**config.mk**
```make
export PLATFORM = sky130hd
export DESIGN_NAME = sorted_priority_queue_core
export DESIGN_NICKNAME = d
export VERILOG_FILES = /design/src/hdl/spq_pkg.sv /design/src/hdl/spq_cell.sv /design/src/hdl/sorted_priority_queue_core.sv
export SDC_FILE = /design/constraint.sdc
export NUM_CORES = 2
export LEC_CHECK = 0
export BUFFER_PORTS_ARGS = -buffer_cell sky130_fd_sc_hd__buf_4
export CAP_MARGIN = 15
export CORE_ASPECT_RATIO = 1.75
export CORE_MARGIN = 2
export CORE_UTILIZATION = 40
export CTS_CLUSTER_SIZE = 30
export DETAILED_ROUTE_END_ITERATION = 12
export SKIP_LAST_GASP = 1
export SLEW_MARGIN = 20
export SYNTH_ARGS = -nofsm -noshare
export SYNTH_HDL_FRONTEND = slang
export SYNTH_SLANG_ARGS = --single-unit
```
**constraint.sdc**
```tcl
create_clock -name clk -period 5.5 [get_ports clk]
set_clock_uncertainty 0.15 [all_clocks]
set_input_delay 1.1 -clock clk [delete_from_list [all_inputs] [get_ports clk]]
set_output_delay 1.1 -clock clk [all_outputs]
set_load 0.02 [all_outputs]
```
**src/hdl/spq_pkg.sv**
```systemverilog
// ----------------------------------------------------------------------------
// spq_pkg
// Shared types and constants for the sorted priority queue core.
// ----------------------------------------------------------------------------
package spq_pkg;

    localparam int DATA_W        = 32;
    localparam int STATUS_W      = 2;
    localparam int OCC_W         = 5;
    localparam int DEPTH_DEFAULT = 16;

    typedef enum logic
    {
        CMD_INSERT = 1'b0,
        CMD_REMOVE = 1'b1
    } cmd_t;

    typedef enum logic [STATUS_W-1:0]
    {
        STATUS_OK        = 2'd0,
        STATUS_UNDERFLOW = 2'd1,
        STATUS_OVERFLOW  = 2'd2
    } status_t;

    // broadcast to every cell for one word
    typedef struct packed
    {
        logic                     ins;
        logic                     rem;
        logic signed [DATA_W-1:0] value;
    } cell_ctrl_t;

    // what a cell shows its neighbors
    typedef struct packed
    {
        logic                     greater;
        logic signed [DATA_W-1:0] data;
    } cell_link_t;

endpackage

```
**src/hdl/spq_cell.sv**
```systemverilog
// ----------------------------------------------------------------------------
// spq_cell
// One slot of the sorted queue: holds one entry, compares it with the
// incoming word and takes from a neighbor or the new word on update.
// ----------------------------------------------------------------------------
module spq_cell
    import spq_pkg::*;
(
    input  logic                     clk,
    input  logic                     occupied,
    input  cell_ctrl_t               ctrl,
    input  cell_link_t               left,
    input  logic signed [DATA_W-1:0] right,
    output cell_link_t               link
);

    logic signed [DATA_W-1:0] data_reg;
    logic signed [DATA_W-1:0] data_next;
    logic                     greater;

    // an empty slot ranks below everything
    assign greater = !occupied || (ctrl.value > data_reg);

    always_comb
    begin
        data_next = data_reg;
        if (ctrl.ins && greater)
        begin
            data_next = left.greater ? left.data : ctrl.value;
        end
        else if (ctrl.rem)
        begin
            data_next = right;
        end
    end

    always_ff @(posedge clk)
    begin
        data_reg <= data_next;
    end

    assign link.greater = greater;
    assign link.data    = data_reg;

endmodule

```
**src/hdl/sorted_priority_queue_core.sv**
```systemverilog
// ----------------------------------------------------------------------------
// sorted_priority_queue_core
// Max priority queue kept as a sorted row of cells, largest at the front.
//
//   channel   | handshake        | fields
//   ----------+------------------+-------------------------------
//   command   | start / busy     | cmd, value
//   result    | done (strobe)    | out_value, status, occupancy
//
// One word per cycle: every cell compares and shifts in parallel in the
// cycle the word is accepted, and the result shows on done in the cycle after.
// busy stays low; the receiver cannot stall, so results are never held.
// rst_n clears the entry count; entry data needs no reset.
// ----------------------------------------------------------------------------
module sorted_priority_queue_core
    import spq_pkg::*;
#(
    parameter int DEPTH = DEPTH_DEFAULT
)
(
    input  logic                       clk,
    input  logic                       rst_n,
    input  logic                       start,
    output logic                       busy,
    input  logic                       cmd,
    input  logic signed [DATA_W-1:0]   value,
    output logic                       done,
    output logic signed [DATA_W-1:0]   out_value,
    output logic [STATUS_W-1:0]        status,
    output logic [OCC_W-1:0]           occupancy
);

    localparam int CNT_W = $clog2(DEPTH + 1);

    logic [CNT_W-1:0]          count_reg;
    logic [CNT_W-1:0]          count_next;
    logic                      done_reg;
    logic signed [DATA_W-1:0]  out_value_reg;
    logic signed [DATA_W-1:0]  out_value_next;
    logic [STATUS_W-1:0]       status_reg;
    logic [STATUS_W-1:0]       status_next;

    logic                      full;
    logic                      empty;
    logic                      accept;
    cell_ctrl_t                ctrl;
    logic [DEPTH-1:0]          occupied;
    cell_link_t                links [DEPTH];
    cell_link_t                lefts [DEPTH];
    logic signed [DATA_W-1:0]  rights [DEPTH];
    logic [CNT_W+OCC_W-1:0]    count_ext;

    assign busy   = 1'b0;
    assign accept = start && !busy;
    assign full   = (count_reg == CNT_W'(DEPTH));
    assign empty  = (count_reg == '0);

    assign ctrl.ins   = accept && (cmd == CMD_INSERT) && !full;
    assign ctrl.rem   = accept && (cmd == CMD_REMOVE) && !empty;
    assign ctrl.value = value;

    genvar gi;
    generate
        for (gi = 0; gi < DEPTH; gi++)
        begin : g_cell
            assign occupied[gi] = (count_reg > CNT_W'(gi));

            if (gi == 0)
            begin : g_first
                assign lefts[gi] = '{greater: 1'b0, data: '0};
            end
            else
            begin : g_mid
                assign lefts[gi] = links[gi-1];
            end

            if (gi == DEPTH - 1)
            begin : g_last
                assign rights[gi] = '0;
            end
            else
            begin : g_inner
                assign rights[gi] = links[gi+1].data;
            end

            spq_cell u_cell
            (
                .clk      (clk),
                .occupied (occupied[gi]),
                .ctrl     (ctrl),
                .left     (lefts[gi]),
                .right    (rights[gi]),
                .link     (links[gi])
            );
        end
    endgenerate

    always_comb
    begin
        count_next     = count_reg;
        out_value_next = '0;
        status_next    = STATUS_OK;
        if (accept)
        begin
            if (cmd == CMD_INSERT)
            begin
                if (full)
                begin
                    status_next = STATUS_OVERFLOW;
                end
                else
                begin
                    count_next = count_reg + CNT_W'(1);
                end
            end
            else
            begin
                if (empty)
                begin
                    status_next = STATUS_UNDERFLOW;
                end
                else
                begin
                    out_value_next = links[0].data;
                    count_next     = count_reg - CNT_W'(1);
                end
            end
        end
    end

    always_ff @(posedge clk or negedge rst_n)
    begin
        if (!rst_n)
        begin
            count_reg <= '0;
            done_reg  <= 1'b0;
        end
        else
        begin
            count_reg <= count_next;
            done_reg  <= accept;
        end
    end

    always_ff @(posedge clk)
    begin
        out_value_reg <= out_value_next;
        status_reg    <= status_next;
    end

    assign count_ext = {{OCC_W{1'b0}}, count_reg};
    assign done      = done_reg;
    assign out_value = out_value_reg;
    assign status    = status_reg;
    assign occupancy = count_ext[OCC_W-1:0];

`ifndef SYNTHESIS
    a_result_follows: assert property (@(posedge clk) disable iff (!rst_n)
        accept |=> done)
        else $error("accepted word gave no result");

    a_underflow: assert property (@(posedge clk) disable iff (!rst_n)
        (accept && cmd == CMD_REMOVE && empty) |=>
            (status == STATUS_UNDERFLOW && out_value == '0 && empty))
        else $error("empty remove not flagged as underflow");

    a_overflow_full: assert property (@(posedge clk) disable iff (!rst_n)
        (done && status == STATUS_OVERFLOW) |-> full)
        else $error("overflow reported while not full");

    a_count_bound: assert property (@(posedge clk) disable iff (!rst_n)
        count_reg <= CNT_W'(DEPTH))
        else $error("entry count above depth");
`endif

endmodule

```
==> impl_metrics.toml <==
[timing]
hold_viol = 0
tightest_slew_ps = 1020
period_minus_slack_ps = 4610
finalSetupTns_ps = 0
fmax_ghz = 0.217
finalMaxSlewViolations = 0
final-setup-viol-count = 0
slew-limit-headroom = 0.311
rsz0062_at_grt = "no"
timing.final.crit_share = 0.839

[die]
dieHeight_microns = 426
die_area_sq_mm = 0.104
coreArea_sq_mm = 0.101
rows = 154
die_w_microns = 245
num_io_pins = 77
initial_core_util = 0.403

[worst_setup_path]
arrival_ps = 4850
critPathMaxFanout = 20
slowest_delay_ps = 610
worst-path-stages = 12
crit_start = "value[31]"
cp_top_family = "simple AND/OR/NAND/NOR gates"
critPathLaunchType = "primary input"
crit_required_ps = 5730
end_kind = "register"
crit_top_cell = "buf_4"
path_class = "in2reg"
critPathBufInv = 3
slowest_stage = "nor4_1"
reg2reg_depth = 11
worstReg2RegStart = "g_cell[1].u_cell.data_reg[31]"
path_cells = "buf_4 -> buf_4 -> ha_1 -> nand4_1 -> nor4_1 -> nor2b_1 -> a31oi_1 -> o211ai_1 -> nand2_2 -> buf_4 -> mux2i_1 -> mux2i_1"

[global_routing]
grt_max_degree = 65
grt_overflow = 0
first_global_vias = 32094
gr-usage-all-layers = 0.247
grt_pass1_wl_microns = 194000
grt_antenna_before_repair = 12

[route]
wirelength_microns = 130000
vias = 31454
antenna_left = 0
wl_per_cell_microns = 23.1
drtIter0Drc = 1829
drc = 0
drtPass1Iterations = 5
via_per_inst = 5.60

[cells_and_area]
drive_gt1_frac = 0.0915
post-route-cell-area_sq_mm = 0.0451
largest_reg_flops = 512
fin_nets = 4792
final_cell_mix = "ha_1 (517), inv_1 (516), mux2i_1 (512), edfxtp_1 (512), a21oi_1 (391)"
area_growth_syn_to_layout_pct = 11.1
layout_commonest_cell = "ha_1"

[cts]
cts-root-buf = "clkbuf_16"
htree_levels = 2
cts_sinks = 552
cts_resized = 0
clk_pin_slew_worst_paths_ps = 60
post_cts_buffers = 0
cts_tree = "built"
cts_buffers = 57
cts_hold_buffers = 0
max-clock-path-buffers = 3
clk_latency_ps = 680

[yosys]
synth_edf_count = 512
synthCells = 4170
synth_area_sq_mm = 0.0406
ys_seq_area_frac = 0.399
synth_fp_nets = 4723
ys_types = 90
syn_avg_cell_area_sq_um = 9.74
ys_ff_latch = 552
ys_warn_count = 0
synth-async-reset-ratio = 0.0109
synth_ff_type = "edfxtp_1"

[power_and_ir_drop]
leakage_nw = 20.9
vdd_drop_max_mv = 0.352
p_per_area_mw_per_mm2 = 532
power_mw = 24.0

[run]
cap_viol_max_count = 0

[placement]
io_buffers = 75
dpl.hpwl_microns = 103000
placed_area_sq_mm = 0.0432
gp_congestion = 0.914

[worst_hold_path]
min_path_type = "in2async"

[status]
outcome = "finished clean"
-- through the flow --
| stage | setup slack (ps) | utilization | hold WS, ps | cells |
|---|---|---|---|---|
| after floorplan | 143 | - | 331 | 4170 |
| after global placement | 274 | 0.428 | 382 | 5506 |
| after detailed placement | 233 | 0.428 | 387 | 5506 |
| after CTS | 917 | 0.448 | 72.0 | 5609 |
| after global routing | 911 | 0.448 | 90.9 | 5617 |
| final | 886 | 0.448 | 109 | 5618 |
-- final cells by class --
cell class	count	area (sq um)
inverters	517	1940
fillers	9669	55600
multi-input cells	2900	21600
flip-flops and latches	552	16200
diodes	9	22.5
clock inverters	23	218
clock buffers	80	1710
repair buffers	211	1780
well taps	1326	1660
-- cells by family (layout without fill, tap and decap cells) --
family                     Yosys count  in the layout  synth area share
AOI/OAI and AO/OA                  945            945             0.136
and+or+nand+nor                    920            920             0.105
buffers and inverters              718            831            0.0741
DFF                                552            552             0.399
adders and majority gates          517            517             0.159
muxes                              513            513             0.126
xor gates and xnor gates             4              4          0.000862
other                                1             10         0.0000923
-- cells in the mapped netlist (7+ instances only) --
| cell | number | area, sq um |
|---|---|---|
| a21o_1 | 66 | 495 |
| a21oi_1 | 394 | 1970 |
| dfxtp_1 | 34 | 681 |
| nor4_1 | 23 | 144 |
| nor2_1 | 251 | 942 |
| mux2i_1 | 512 | 5120 |
| nand2b_1 | 16 | 100 |
| o21ai_1 | 22 | 110 |
| a211oi_1 | 14 | 105 |
| a221oi_1 | 9 | 78.8 |
| nor2b_1 | 22 | 138 |
| and4_1 | 12 | 105 |
| clkbuf_1 | 80 | 300 |
| o211ai_1 | 23 | 173 |
| nor3_1 | 15 | 75.1 |
| buf_4 | 22 | 165 |
| nand2_1 | 356 | 1340 |
| and3_1 | 8 | 50.1 |
| nor2_2 | 18 | 113 |
| buf_2 | 82 | 410 |
| a21oi_2 | 30 | 263 |
| o21a_1 | 20 | 150 |
| ha_1 | 517 | 6470 |
| inv_1 | 516 | 1940 |
| o21ai_0 | 293 | 1470 |
| edfxtp_1 | 512 | 15400 |
| nand4_1 | 97 | 607 |
| buf_6 | 7 | 78.8 |
| nand3_1 | 72 | 360 |
-- power by group --
| group | internal [mW] | switching (mW) |
|---|---|---|
| combinational | 4.62 | 7.00 |
| clock | 2.35 | 1.82 |
| sequential | 6.88 | 1.32 |
-- layer usage --
metal  wire [microns]  track usage  up-vias
met5                0            0        -
met1            43900        0.230    15141
met3             3790       0.0227      393
li1                 -            -    15126
met2            69700        0.476      794
met4            12600        0.211        0
-- path summary, 6_finish.rpt --
kind	to	slack (ps)
max in group asynchronous	occupancy[2]	4940
max reg2reg	g_cell[2].u_cell.data_reg[21]	1400
min	occupancy[4]	110
max	g_cell[2].u_cell.data_reg[21]	890
min reg2reg	out_value[17]	390
min in group clk	out_value[17]	390
(Power assumes the default switching activity.)
